**src/design/iss_pkg.sv**
```systemverilog
// Package for the interpolation search block: sizes, types and the
// command/status structs shared by controller and datapath. No dependencies.
package iss_pkg;
   localparam int Depth      = 1024;
   localparam int AddrWidth  = 10;
   localparam int ValueWidth = 32;
   localparam int CountWidth = 11;
   localparam int QuotWidth  = 32;

   localparam logic CmdWrite  = 1'b0;
   localparam logic CmdSearch = 1'b1;

   typedef logic [AddrWidth-1:0]  addr_type;
   typedef logic [ValueWidth-1:0] value_type;

   typedef struct packed {
      logic     start;      // load key and bounds for a new search
      logic     ram_rd;     // read RAM at rd_addr
      logic [1:0] rd_sel;   // which register gets the read data
      logic     div_start;  // begin the quotient
      logic     div_step;   // one quotient bit
      logic     set_probe;  // p = l + quotient (or l when flat)
      logic     narrow;     // update l or h from a[p]
   } dp_cmd_type;

   typedef struct packed {
      logic     empty;      // range l..h is empty
      logic     out_bounds; // key outside a[l]..a[h]
      logic     flat;       // a[h] == a[l]
      logic     hit;        // a[p] == key
      logic     div_done;
   } dp_sts_type;

   localparam logic [1:0] SelLo = 2'd0;
   localparam logic [1:0] SelHi = 2'd1;
   localparam logic [1:0] SelPr = 2'd2;
endpackage

```
**src/design/iss_ctrl.sv**
```systemverilog
// Controller for the interpolation search: accepts beats, sequences reads,
// the quotient and the narrowing, and holds the result. Uses iss_pkg.
module iss_ctrl (
   input  logic                clock,
   input  logic                reset,
   input  logic                req_valid,
   input  logic                req_cmd,
   output logic                req_ready,
   output logic                rsp_valid,
   input  logic                rsp_ready,
   output logic                rsp_found,
   output iss_pkg::addr_type   rsp_pos,
   output logic                wr_en,
   output iss_pkg::dp_cmd_type cmd,
   input  iss_pkg::dp_sts_type sts,
   input  iss_pkg::addr_type   probe
);
   import iss_pkg::*;

   localparam logic [3:0] StIdle = 4'd0, StCheck = 4'd1, StRdLo = 4'd2,
      StRdHi = 4'd3, StWait = 4'd4, StBound = 4'd5, StDiv = 4'd6,
      StProbe = 4'd7, StRdP = 4'd8, StWaitP = 4'd9, StCmp = 4'd10,
      StDone = 4'd11, StWait2 = 4'd12, StWaitP2 = 4'd13;

   logic [3:0] state_ff, state_in;
   logic rsp_valid_ff, rsp_valid_in, found_ff, found_in;
   addr_type pos_ff, pos_in;

   assign req_ready = (state_ff == StIdle) && !rsp_valid_ff;
   assign wr_en     = req_valid && req_ready && (req_cmd == CmdWrite);
   assign rsp_valid = rsp_valid_ff;
   assign rsp_found = found_ff;
   assign rsp_pos   = pos_ff;

   always_comb begin
      state_in = state_ff;
      rsp_valid_in = rsp_valid_ff && !rsp_ready;
      found_in = found_ff;
      pos_in = pos_ff;
      cmd = '0;
      cmd.rd_sel = SelLo;
      unique case (state_ff)
         StIdle: if (req_valid && req_ready && req_cmd == CmdSearch) begin
            cmd.start = 1'b1;
            state_in = StCheck;
         end
         StCheck: state_in = sts.empty ? StDone : StRdLo;
         StRdLo: begin
            cmd.ram_rd = 1'b1;
            state_in = StRdHi;
         end
         StRdHi: begin
            cmd.ram_rd = 1'b1;
            cmd.rd_sel = SelHi;
            state_in = StWait;
         end
         StWait:  state_in = StWait2;
         StWait2: state_in = StBound;
         StBound: begin
            if (sts.out_bounds) state_in = StDone;
            else begin
               cmd.div_start = 1'b1;
               state_in = sts.flat ? StProbe : StDiv;
            end
         end
         StDiv: begin
            cmd.div_step = 1'b1;
            if (sts.div_done) state_in = StProbe;
         end
         StProbe: begin
            cmd.set_probe = 1'b1;
            state_in = StRdP;
         end
         StRdP: begin
            cmd.ram_rd = 1'b1;
            cmd.rd_sel = SelPr;
            state_in = StWaitP;
         end
         StWaitP:  state_in = StWaitP2;
         StWaitP2: state_in = StCmp;
         StCmp: begin
            if (sts.hit) begin
               found_in = 1'b1;
               pos_in = probe;
               rsp_valid_in = 1'b1;
               state_in = StIdle;
            end else begin
               cmd.narrow = 1'b1;
               state_in = StCheck;
            end
         end
         StDone: begin
            found_in = 1'b0;
            pos_in = '0;
            rsp_valid_in = 1'b1;
            state_in = StIdle;
         end
         default: state_in = StIdle;
      endcase
   end

   always_ff @(posedge clock) begin
      if (reset) begin
         state_ff <= StIdle;
         rsp_valid_ff <= 1'b0;
      end else begin
         state_ff <= state_in;
         rsp_valid_ff <= rsp_valid_in;
      end
      found_ff <= found_in;
      pos_ff <= pos_in;
   end

`ifndef SYNTH
   a_no_accept_busy: assert property (@(posedge clock) disable iff (reset)
      (state_ff != StIdle) |-> !req_ready) else $error("accept while busy");
   a_rsp_hold: assert property (@(posedge clock) disable iff (reset)
      (rsp_valid_ff && !rsp_ready) |=> (rsp_valid_ff && $stable(pos_ff)))
      else $error("result dropped");
   a_miss_pos: assert property (@(posedge clock) disable iff (reset)
      (rsp_valid_ff && !found_ff) |-> (pos_ff == '0)) else $error("miss position");
`endif
endmodule

```
**config.mk**
```make
export PLATFORM = sky130hd
export DESIGN_NAME = iss_ctrl
export DESIGN_NICKNAME = d
export VERILOG_FILES = /design/src/design/iss_pkg.sv /design/src/design/iss_ctrl.sv
export SDC_FILE = /design/constraint.sdc
export NUM_CORES = 1
export LEC_CHECK = 0
export BUFFER_PORTS_ARGS = -buffer_cell sky130_fd_sc_hd__buf_4
export CORE_ASPECT_RATIO = 0.75
export CORE_MARGIN = 3
export CORE_UTILIZATION = 40
export DETAILED_ROUTE_END_ITERATION = 10
export MAX_ROUTING_LAYER = met4
export PLACE_DENSITY = 0.76
export SLEW_MARGIN = 40
export SYNTH_ARGS = -nofsm -noshare
export SYNTH_HDL_FRONTEND = slang
export SYNTH_SLANG_ARGS = --single-unit
```
**constraint.sdc**
```tcl
create_clock -name clock -period 3.11 [get_ports clock]
set_clock_uncertainty 0.2 [all_clocks]
set_input_delay 0.1555 -clock clock [delete_from_list [all_inputs] [get_ports clock]]
set_output_delay 0.1555 -clock clock [all_outputs]
set_load 0.05 [all_outputs]
```
* Word-level counts from Yosys, hierarchy flattened
Index checks and enable logic that the tools add are counted.
** Operators by class
- Shift operators :: 0
- Muxes and demuxes :: 23
- Order comparisons :: 0
- Reductions and logical operators :: 12
- Multiply operators :: 0
- Bitwise gates (word level) :: 1
- Add/subtract/negate cells :: 0
- Div/mod/pow operators :: 0
- Equality and inequality tests :: 16
** Operator list (count)
- $pmux W4 S13 :: 1
- $eq A4 B4 Y1 const B :: 6
- $pmux W10 S2 :: 1
- $eq A4 B3 Y1 const B :: 4
- $mux W4 :: 4
- $mux W1 :: 13
- $mux W10 :: 1
- $eq A4 B2 Y1 const B :: 2
- $logic_and A1 B1 Y1 :: 5
- $eq A4 B1 Y1 const B :: 1
- $logic_not A4 Y1 :: 1
- $ne A2 B2 Y1 const B :: 2
- $pmux W1 S2 :: 2
- $pmux W2 S2 :: 1
- $reduce_and A2 Y1 :: 2
- $reduce_or A3 Y1 :: 1
- $logic_not A1 Y1 :: 2
- $ne A2 B1 Y1 const B :: 1
- $reduce_bool A2 Y1 :: 1
- $not A1 Y1 :: 1
** Storage, ports and cells
- Register bits after elaboration :: 16
- RAM bits :: 0
- Bits in latches :: 0
- Bits in read-only memories :: 0
- Memories :: 0
- Logic and storage cells :: 56
- Input bits :: 20

* Logic depth before layout (Yosys ltp)
Gate-level depths: netlist of run 1.
- Depth after elaboration :: 6
- Mapped depth :: 5

* Least setup slack after synthesis of run 1
OpenSTA, ideal clock, no wires.
- Path kind :: reg2out
- Start :: register state_ff[0]
- End :: output port cmd[3] (netlist bit)
- Stages on the path, launching flop included :: 5
- Arrival time :: 1.843 ns
- Path buffers :: 2
- Path slack :: 0.911 ns
- Path through :: dfxtp_1 -> buf_6 -> buf_2 -> nand2_1 -> nor3b_1
** RTL lines
- start, declared :: line iss_ctrl.sv:25 : logic [3:0] state_ff, state_in;
- start signal, assigned :: line iss_ctrl.sv:104 : state_ff <= StIdle;
- start signal, assigned :: line iss_ctrl.sv:107 : state_ff <= state_in;
- end, declared :: line iss_ctrl.sv:14 : output iss_pkg::dp_cmd_type cmd,

==> results.sh, run 1 <==
export IMPL_detail_route_iter0_violations=10
export IMPL_slew_headroom_pct=60.8
export IMPL_syn_to_final_growth_pct=51.9
export IMPL_summed_instance_area_of_the_synthesized_netlist_um2=885
export IMPL_cpLargestDelayFamily="flip-flops"
export IMPL_worst_path_max_delay_cell="sky130_fd_sc_hd__dfxtp_1"
export IMPL_clock_root_buffer="sky130_fd_sc_hd__clkbuf_4"
export IMPL_worst_path_buffer_plus_inverter_count=1
export IMPL_layout_drive_gt1_share_pct=36.6
export IMPL_end_of_the_worst_register_to_register_path="rsp_pos[1]$_SDFFCE_PP0P_"
export IMPL_synth_warn=0
export IMPL_detailed_place_hpwl_um=1420
export IMPL_post_cts_resized_instances=0
export IMPL_die_x_um=60.3
export IMPL_effective_utilization_at_floorplan_pct=43.2
export IMPL_antenna_violations_before_repair=0
export IMPL_timing_hold_worst_start="sts[2]"
export IMPL_synth_lib_cells_used_distinct=36
export IMPL_grt_util_all_layers_pct=15.5
export IMPL_clock_latency_reported_for_the_late_side_of_the_worst_skew_pair_ns=0.28
export IMPL_static_leakage_power_nw=0.558
export IMPL_synth_area_top_cells="sky130_fd_sc_hd__edfxtp_1 37%, sky130_fd_sc_hd__dfxtp_1 11%, sky130_fd_sc_hd__and2_1 7.8%, sky130_fd_sc_hd__nor2b_1 3.5%, sky130_fd_sc_hd__nor2_1 3.0%"
export IMPL_remaining_drc_errors=0
export IMPL_timing_critical_path_fanout_max=17
export IMPL_cp_arrival_ns=1.77
export IMPL_post_synth_cell_area_avg_um2=10.7
export IMPL_clock_fmax_mhz=471
export IMPL_vdd_ir_drop_max_uv=568
export IMPL_critPathCaptureType="output pin"
export IMPL_power_per_cell_area_mw_per_mm2=573
export IMPL_cp_cell_sequence="nor2b_1, nor3b_1, buf_4"
export IMPL_layout_worst_path_cycle_share_pct=68.2
export IMPL_numCtsBuffers=3
export IMPL_synth_async_sr_flop_share_pct=0
export IMPL_portBuffers=41
export IMPL_final_min_clock_period_ns=2.12
export IMPL_synth_yosys_seq_area_share_pct=48.7
export IMPL_synth_seq_cells=16
export IMPL_cts_hold_repair_buffers=12
export IMPL_rsz0062_at_grt="no"
export IMPL_fp_coreArea_mm2=0.00205
export IMPL_cts_path_max_buffers=2
export IMPL_grt_pass1_vias=692
export IMPL_max_stage_delay_ns=0.69
export IMPL_global_route_overflow_total=0
export IMPL_avg_vias_per_cell=5.00
export IMPL_run_status="complete, no violations"
export IMPL_post_synthesis_instance_total=83
export IMPL_final_setup_viol_count=0
export IMPL_ff2ff_path_depth=2
export IMPL_hold_violations=0
export IMPL_finish_net_count=155
export IMPL_worstHoldPathCells=3
export IMPL_crit_required_ns=2.75
export IMPL_edff_count_synth=11
export IMPL_globalplace_congestion=0.874
export IMPL_r2r_start="state_ff[0]$_SDFFE_PP0P_"
export IMPL_layoutNonFillerInstCount=158
export IMPL_setup_worst_path_start_class="flop"
export IMPL_clock_tree_from_tritoncts="done"
export IMPL_post_synth_top_area_cell="sky130_fd_sc_hd__edfxtp_1"
export IMPL_whs_endpoint="state_ff[0]$_SDFFE_PP0P_"
export IMPL_grt_first_pass_wirelength_um=3150
export IMPL_ys_top_cells_by_count="11 x sky130_fd_sc_hd__and2_1, 11 x sky130_fd_sc_hd__edfxtp_1, 7 x sky130_fd_sc_hd__nor2_1"
export IMPL_die_area_mm2=0.00282
export IMPL_insertedDiodeCount=0
export IMPL_portion_of_synthesized_cell_area_occupied_by_the_leading_cell_type_pct=37.3
export IMPL_antenna_violating_nets_post_route=0
export IMPL_fin_setup_tns_ns=0
export IMPL_via_count=790
export IMPL_post_synth_net_total=103
export IMPL_timing_hold_worst_class="in -> reg"
export IMPL_worst_slew_pin_slew_ns=0.587
export IMPL_maxSlewViolCount=0
export IMPL_yosys_most_used_dff="sky130_fd_sc_hd__edfxtp_1"
export IMPL_die_h_um=46.7
export IMPL_placed_cells_incl_taps=142
export IMPL_largest_net_degree_at_the_start_of_global_routing=20
export IMPL_clock_tree_htree_level_count=1
export IMPL_cts_clk_slew_worst_paths_ns=0.09
export IMPL_post_cts_repair_setup_buffers=0
export IMPL_wl_final_um=2020
export IMPL_ff2ff_setup_slack_ns=1.05
export IMPL_number_of_top_level_pins=42
export IMPL_drt_pre_antenna_iters=4
export IMPL_rows=14
export IMPL_wire_per_inst_um=12.8
export IMPL_worst_setup_path_type="reg -> out"
export IMPL_cap_viol_max_count=0
export IMPL_cts_num_sinks=16
cell families after synthesis:
group	Yosys count	synth area share, %
AOI/OAI and AO/OA	16	14.7
xor gates and xnor gates	1	0.990
buffers and inverters	9	5.94
DFF	16	48.7
muxes	2	2.26
and+or+nand+nor	39	27.4
how the worst max path moves through the flow:
stage                                        start                       end  slack (ns)  cells after the start
after floorplan           state_ff[0]$_SDFFE_PP0P_                    cmd[3]        0.91                      4
after global placement    state_ff[0]$_SDFFE_PP0P_  rsp_pos[1]$_SDFFCE_PP0P_        0.95                      2
after detailed placement  state_ff[0]$_SDFFE_PP0P_  rsp_pos[7]$_SDFFCE_PP0P_        0.87                      2
after CTS                 state_ff[0]$_SDFFE_PP0P_  rsp_pos[5]$_SDFFCE_PP0P_        0.86                      2
after global routing      state_ff[2]$_SDFFE_PP0P_                    cmd[3]        0.84                      3
final                     state_ff[2]$_SDFFE_PP0P_                    cmd[3]        0.99                      3
flip-flops by register name, summed over array words and instances, names as in the netlist:
| name | flops |
|---|---|
| rsp_pos | 10 |
| state_ff | 4 |
| rsp_found | 1 |
| rsp_valid | 1 |
through the flow:
step	worst slack (ns)	hold slack (ns)	power, mW	cell area (um^2)	utilization (%)
CTS	0.856	0.00982	0.769	1340	65.3
global route	0.836	0.0391	0.811	1340	65.6
floorplan	0.911	0.0279	0.551	885	-
finish	0.989	0.0105	0.770	1340	65.6
global placement	0.951	0.146	0.626	1180	57.6
detailed placement	0.868	0.143	0.623	1180	57.6
per-layer routing:
| metal | vias up | share of wire [%] | global-route usage (%) |
|---|---|---|---|
| met1 | 364 | 45 | 21.0 |
| li1 | 404 | - | - |
| met5 | - | 0 | - |
| met3 | 0 | 4.7 | 5.32 |
| met2 | 22 | 50 | 23.5 |
| met4 | 0 | 0 | 1.33 |
report_power, final:
part	total, mW	switching (mW)	internal, mW
Clock	0.135	0.0639	0.0713
Combinational	0.332	0.198	0.134
Sequential	0.302	0.0594	0.243
final cells by class:
class / instances / area, um^2
Clock buffer: 4 / 36.3
Fill cell: 147 / 706
Multi-Input combinational cell: 58 / 408
Timing Repair Buffer: 53 / 428
Inverter: 3 / 11.3
Sequential cell: 16 / 430
Tap cell: 24 / 30.0
layout by cell type, fill, tap and decap left out, types with 2 or more instances in the layout:
cell type / n
sky130_fd_sc_hd__nand3b_1: 2
sky130_fd_sc_hd__mux2i_1: 2
sky130_fd_sc_hd__clkbuf_4: 3
sky130_fd_sc_hd__a31oi_1: 2
sky130_fd_sc_hd__edfxtp_1: 11
sky130_fd_sc_hd__dlygate4sd3_1: 12
sky130_fd_sc_hd__inv_1: 3
sky130_fd_sc_hd__and3_1: 2
sky130_fd_sc_hd__nand2_1: 4
sky130_fd_sc_hd__and2_1: 11
sky130_fd_sc_hd__buf_4: 41
sky130_fd_sc_hd__nor2_1: 7
sky130_fd_sc_hd__o2111ai_1: 2
sky130_fd_sc_hd__nor2b_1: 5
sky130_fd_sc_hd__dfxtp_1: 5
worst min-delay path: cells and delay by family:
kind / cells / cell delay (ns)
compound gates: 2 / 0.22
buf+inv: 1 / 0.08
(Power assumes the default switching activity.)
==> inputs of run 2 (changes only) <==
--- a/config.mk
+++ b/config.mk
@@ -5,13 +5,14 @@
 export SDC_FILE = /design/constraint.sdc
 export NUM_CORES = 1
 export LEC_CHECK = 0
+export ABC_AREA = 1
 export BUFFER_PORTS_ARGS = -buffer_cell sky130_fd_sc_hd__buf_4
 export CORE_ASPECT_RATIO = 0.75
 export CORE_MARGIN = 3
 export CORE_UTILIZATION = 40
 export DETAILED_ROUTE_END_ITERATION = 10
 export MAX_ROUTING_LAYER = met4
-export PLACE_DENSITY = 0.76
+export PLACE_DENSITY = 0.77
 export SLEW_MARGIN = 40
 export SYNTH_ARGS = -nofsm -noshare
 export SYNTH_HDL_FRONTEND = slang
==> constraint.sdc (replaced) <==
create_clock -name clock -period 2 [get_ports clock]
set_clock_uncertainty 0.2 [all_clocks]
set_input_delay 0.1 -clock clock [delete_from_list [all_inputs] [get_ports clock]]
set_output_delay 0.1 -clock clock [all_outputs]
set_load 0.05 [all_outputs]
==> results.sh, run 2 <==
export IMPL_ys_top_cells_by_count="31 x sky130_fd_sc_hd__nor2_1, 25 x sky130_fd_sc_hd__inv_1, 11 x sky130_fd_sc_hd__edfxtp_1, 11 x sky130_fd_sc_hd__nand2_1, 7 x sky130_fd_sc_hd__nand3_1"
export IMPL_layoutNonFillerInstCount=189
export IMPL_rows=13
export IMPL_busiest_layer="met2"
export IMPL_placed_cells_incl_taps=171
export IMPL_synth_warn=0
export IMPL_remaining_drc_errors=0
export IMPL_avg_vias_per_cell=4.73
export IMPL_antenna_violations_before_repair=0
export IMPL_drt_pre_antenna_iters=4
export IMPL_grt_met3_usage_pct=5.10
export IMPL_synth_seq_cells=16
export IMPL_end_of_the_worst_register_to_register_path="rsp_pos[7]$_SDFFCE_PP0P_"
export IMPL_synth_yosys_seq_area_share_pct=51.6
export IMPL_layout_worst_path_cycle_share_pct=92.4
export IMPL_synth_area_top_cells="sky130_fd_sc_hd__edfxtp_1 40%, sky130_fd_sc_hd__nor2_1 14%, sky130_fd_sc_hd__dfxtp_1 12%, sky130_fd_sc_hd__inv_1 11%, sky130_fd_sc_hd__nand2_1 4.9%"
export IMPL_final_min_clock_period_ns=1.85
export IMPL_post_synth_net_total=128
export IMPL_run_status="complete, no violations"
export IMPL_startpoint="state_ff[0]$_SDFFE_PP0P_"
export IMPL_effective_utilization_at_floorplan_pct=45.0
export IMPL_globalplace_congestion=0.833
export IMPL_worst_slew_pin_slew_ns=0.323
export IMPL_grt_first_pass_wirelength_um=3790
export IMPL_portion_of_synthesized_cell_area_occupied_by_the_leading_cell_type_pct=39.6
export IMPL_crit_required_ns=1.70
export IMPL_rsz0062_at_grt="no"
export IMPL_layout_drive_gt1_share_pct=33.5
export IMPL_finish_net_count=188
export IMPL_postLayoutCellArea_mm2=0.00136
export IMPL_largest_net_degree_at_the_start_of_global_routing=13
export IMPL_maxSlewViolCount=0
export IMPL_detail_route_iter0_violations=30
export IMPL_worst_setup_path_endpoint="cmd[3]"
export IMPL_ff2ff_path_depth=6
export IMPL_syn_to_final_growth_pct=63.1
export IMPL_power_per_cell_area_mw_per_mm2=986
export IMPL_met1_use_gr_pct=22.0
export IMPL_worst_setup_path_type="reg -> out"
export IMPL_cts_num_sinks=16
export IMPL_numCtsBuffers=3
export IMPL_most_common_library_cell_in_the_layout_ignoring_fill_and_taps="sky130_fd_sc_hd__buf_4"
export IMPL_via_count=894
export IMPL_detailed_place_hpwl_um=1640
export IMPL_yosys_most_used_dff="sky130_fd_sc_hd__edfxtp_1"
export IMPL_timing_hold_worst_class="in -> reg"
export IMPL_vdd_ir_drop_max_uv=1190
export IMPL_design_power_total_mw=1.34
export IMPL_cts_clk_slew_worst_paths_ns=0.09
export IMPL_clock_fmax_mhz=541
export IMPL_portBuffers=41
export IMPL_die_x_um=58.7
export IMPL_fp_coreArea_mm2=0.00185
export IMPL_cts_path_max_buffers=2
export IMPL_timing_critical_path_fanout_max=8
export IMPL_grt_util_all_layers_pct=19.7
export IMPL_static_leakage_power_nw=0.680
export IMPL_post_synth_top_area_cell="sky130_fd_sc_hd__edfxtp_1"
export IMPL_cp_arrival_ns=1.55
export IMPL_synth_lib_cells_used_distinct=18
export IMPL_ff2ff_setup_slack_ns=0.42
export IMPL_groute_layer_met2_usage_pct=34.8
export IMPL_final_setup_worst_slack_ns=0.152
export IMPL_clock_latency_reported_for_the_late_side_of_the_worst_skew_pair_ns=0.28
export IMPL_number_of_top_level_pins=42
export IMPL_synth_most_common_cell="sky130_fd_sc_hd__nor2_1"
export IMPL_dp_worst_setup_slack_ns=0.464
export IMPL_clock_tree_htree_level_count=1
export IMPL_antenna_violating_nets_post_route=0
export IMPL_die_h_um=45.6
export IMPL_post_synth_cell_area_avg_um2=7.73
export IMPL_setup_worst_path_start_class="flop"
export IMPL_wl_final_um=2360
export IMPL_dpl_cell_area_mm2=0.00118
export IMPL_summed_instance_area_of_the_synthesized_netlist_um2=835
export IMPL_hold_violations=0
export IMPL_die_area_mm2=0.00268
export IMPL_final_setup_viol_count=0
export IMPL_finalCoreUtilization_pct=73.4
export IMPL_clock_root_buffer="sky130_fd_sc_hd__clkbuf_4"
export IMPL_cap_viol_max_count=0
export IMPL_clock_tree_from_tritoncts="done"
export IMPL_insertedDiodeCount=0
export IMPL_r2r_start="state_ff[2]$_SDFFE_PP0P_"
export IMPL_grt_pass1_vias=863
export IMPL_synth_async_sr_flop_share_pct=0
export IMPL_post_cts_repair_setup_buffers=0
export IMPL_slew_headroom_pct=78.4
export IMPL_post_synthesis_instance_total=108
export IMPL_critPathCaptureType="output pin"
export IMPL_global_route_overflow_total=0
export IMPL_largest_reg_flops=10
export IMPL_layout_cells_most_common_list="42 x sky130_fd_sc_hd__buf_4, 29 x sky130_fd_sc_hd__nor2_1, 24 x sky130_fd_sc_hd__inv_1"
export IMPL_edff_count_synth=11
export IMPL_wire_per_inst_um=12.5
## run 2: stage by stage
stage	hold slack, ns	TNS (ns)
finish	0.0369	0
global route	0.0520	0
CTS	0.0382	0
detailed placement	0.0885	0
global placement	0.0926	0
floorplan	-0.0309	-0.0464
## run 2: how the worst min path moves through the flow
stage | start | end | slack, ns | cells after the start
6_report | sts[0] | state_ff[0]$_SDFFE_PP0P_ | 0.04 | 4
5_1_grt | sts[0] | state_ff[0]$_SDFFE_PP0P_ | 0.05 | 4
4_1_cts | sts[0] | state_ff[0]$_SDFFE_PP0P_ | 0.04 | 4
3_5_place_dp | reset | state_ff[1]$_SDFFE_PP0P_ | 0.09 | 2
3_3_place_gp | reset | state_ff[3]$_SDFFE_PP0P_ | 0.09 | 2
2_1_floorplan | reset | state_ff[1]$_SDFFE_PP0P_ | -0.03 | 1
## run 2: layer usage
metal  wire length (um)  vias to the layer above
met1                956                      400
met3                129                        2
met4                 17                        0
li1                   -                      451
met2               1250                       41
met5                  0                        -
## run 2: layout make-up
cell class                 count  area [um^2]
sequential                    16          430
clock buffer                   4         36.3
timing repair buffer          56          455
fill                         159          493
inverter                      27          101
multi-input combinational     64          310
tap                           22         27.5
## run 2: timing repair
item                       CTS  global route
hold endpoints to repair    15             0
gates resized for setup      0             2
hold buffers                14             0
setup endpoints to repair    0             2
## run 2: power breakdown
part	total, mW	internal [mW]	switching, mW
combinational	0.698	0.224	0.474
sequential	0.428	0.386	0.0421
clock	0.216	0.111	0.105
total	1.34	0.721	0.621
## run 2: cell families after synthesis
kind of cell           synth area share [%]
AOI/OAI and AO/OA                      7.80
buffers and inverters                  13.5
DFF                                    51.6
and+or+nand+nor                        27.1
## run 2: worst max-delay path, cell delays in order, from the launching register on
cell	delay, ns
sky130_fd_sc_hd__dfxtp_1	0.52
sky130_fd_sc_hd__inv_1	0.12
sky130_fd_sc_hd__nor2_1	0.19
sky130_fd_sc_hd__nand2_1	0.11
sky130_fd_sc_hd__nor2_2	0.12
sky130_fd_sc_hd__buf_4	0.21
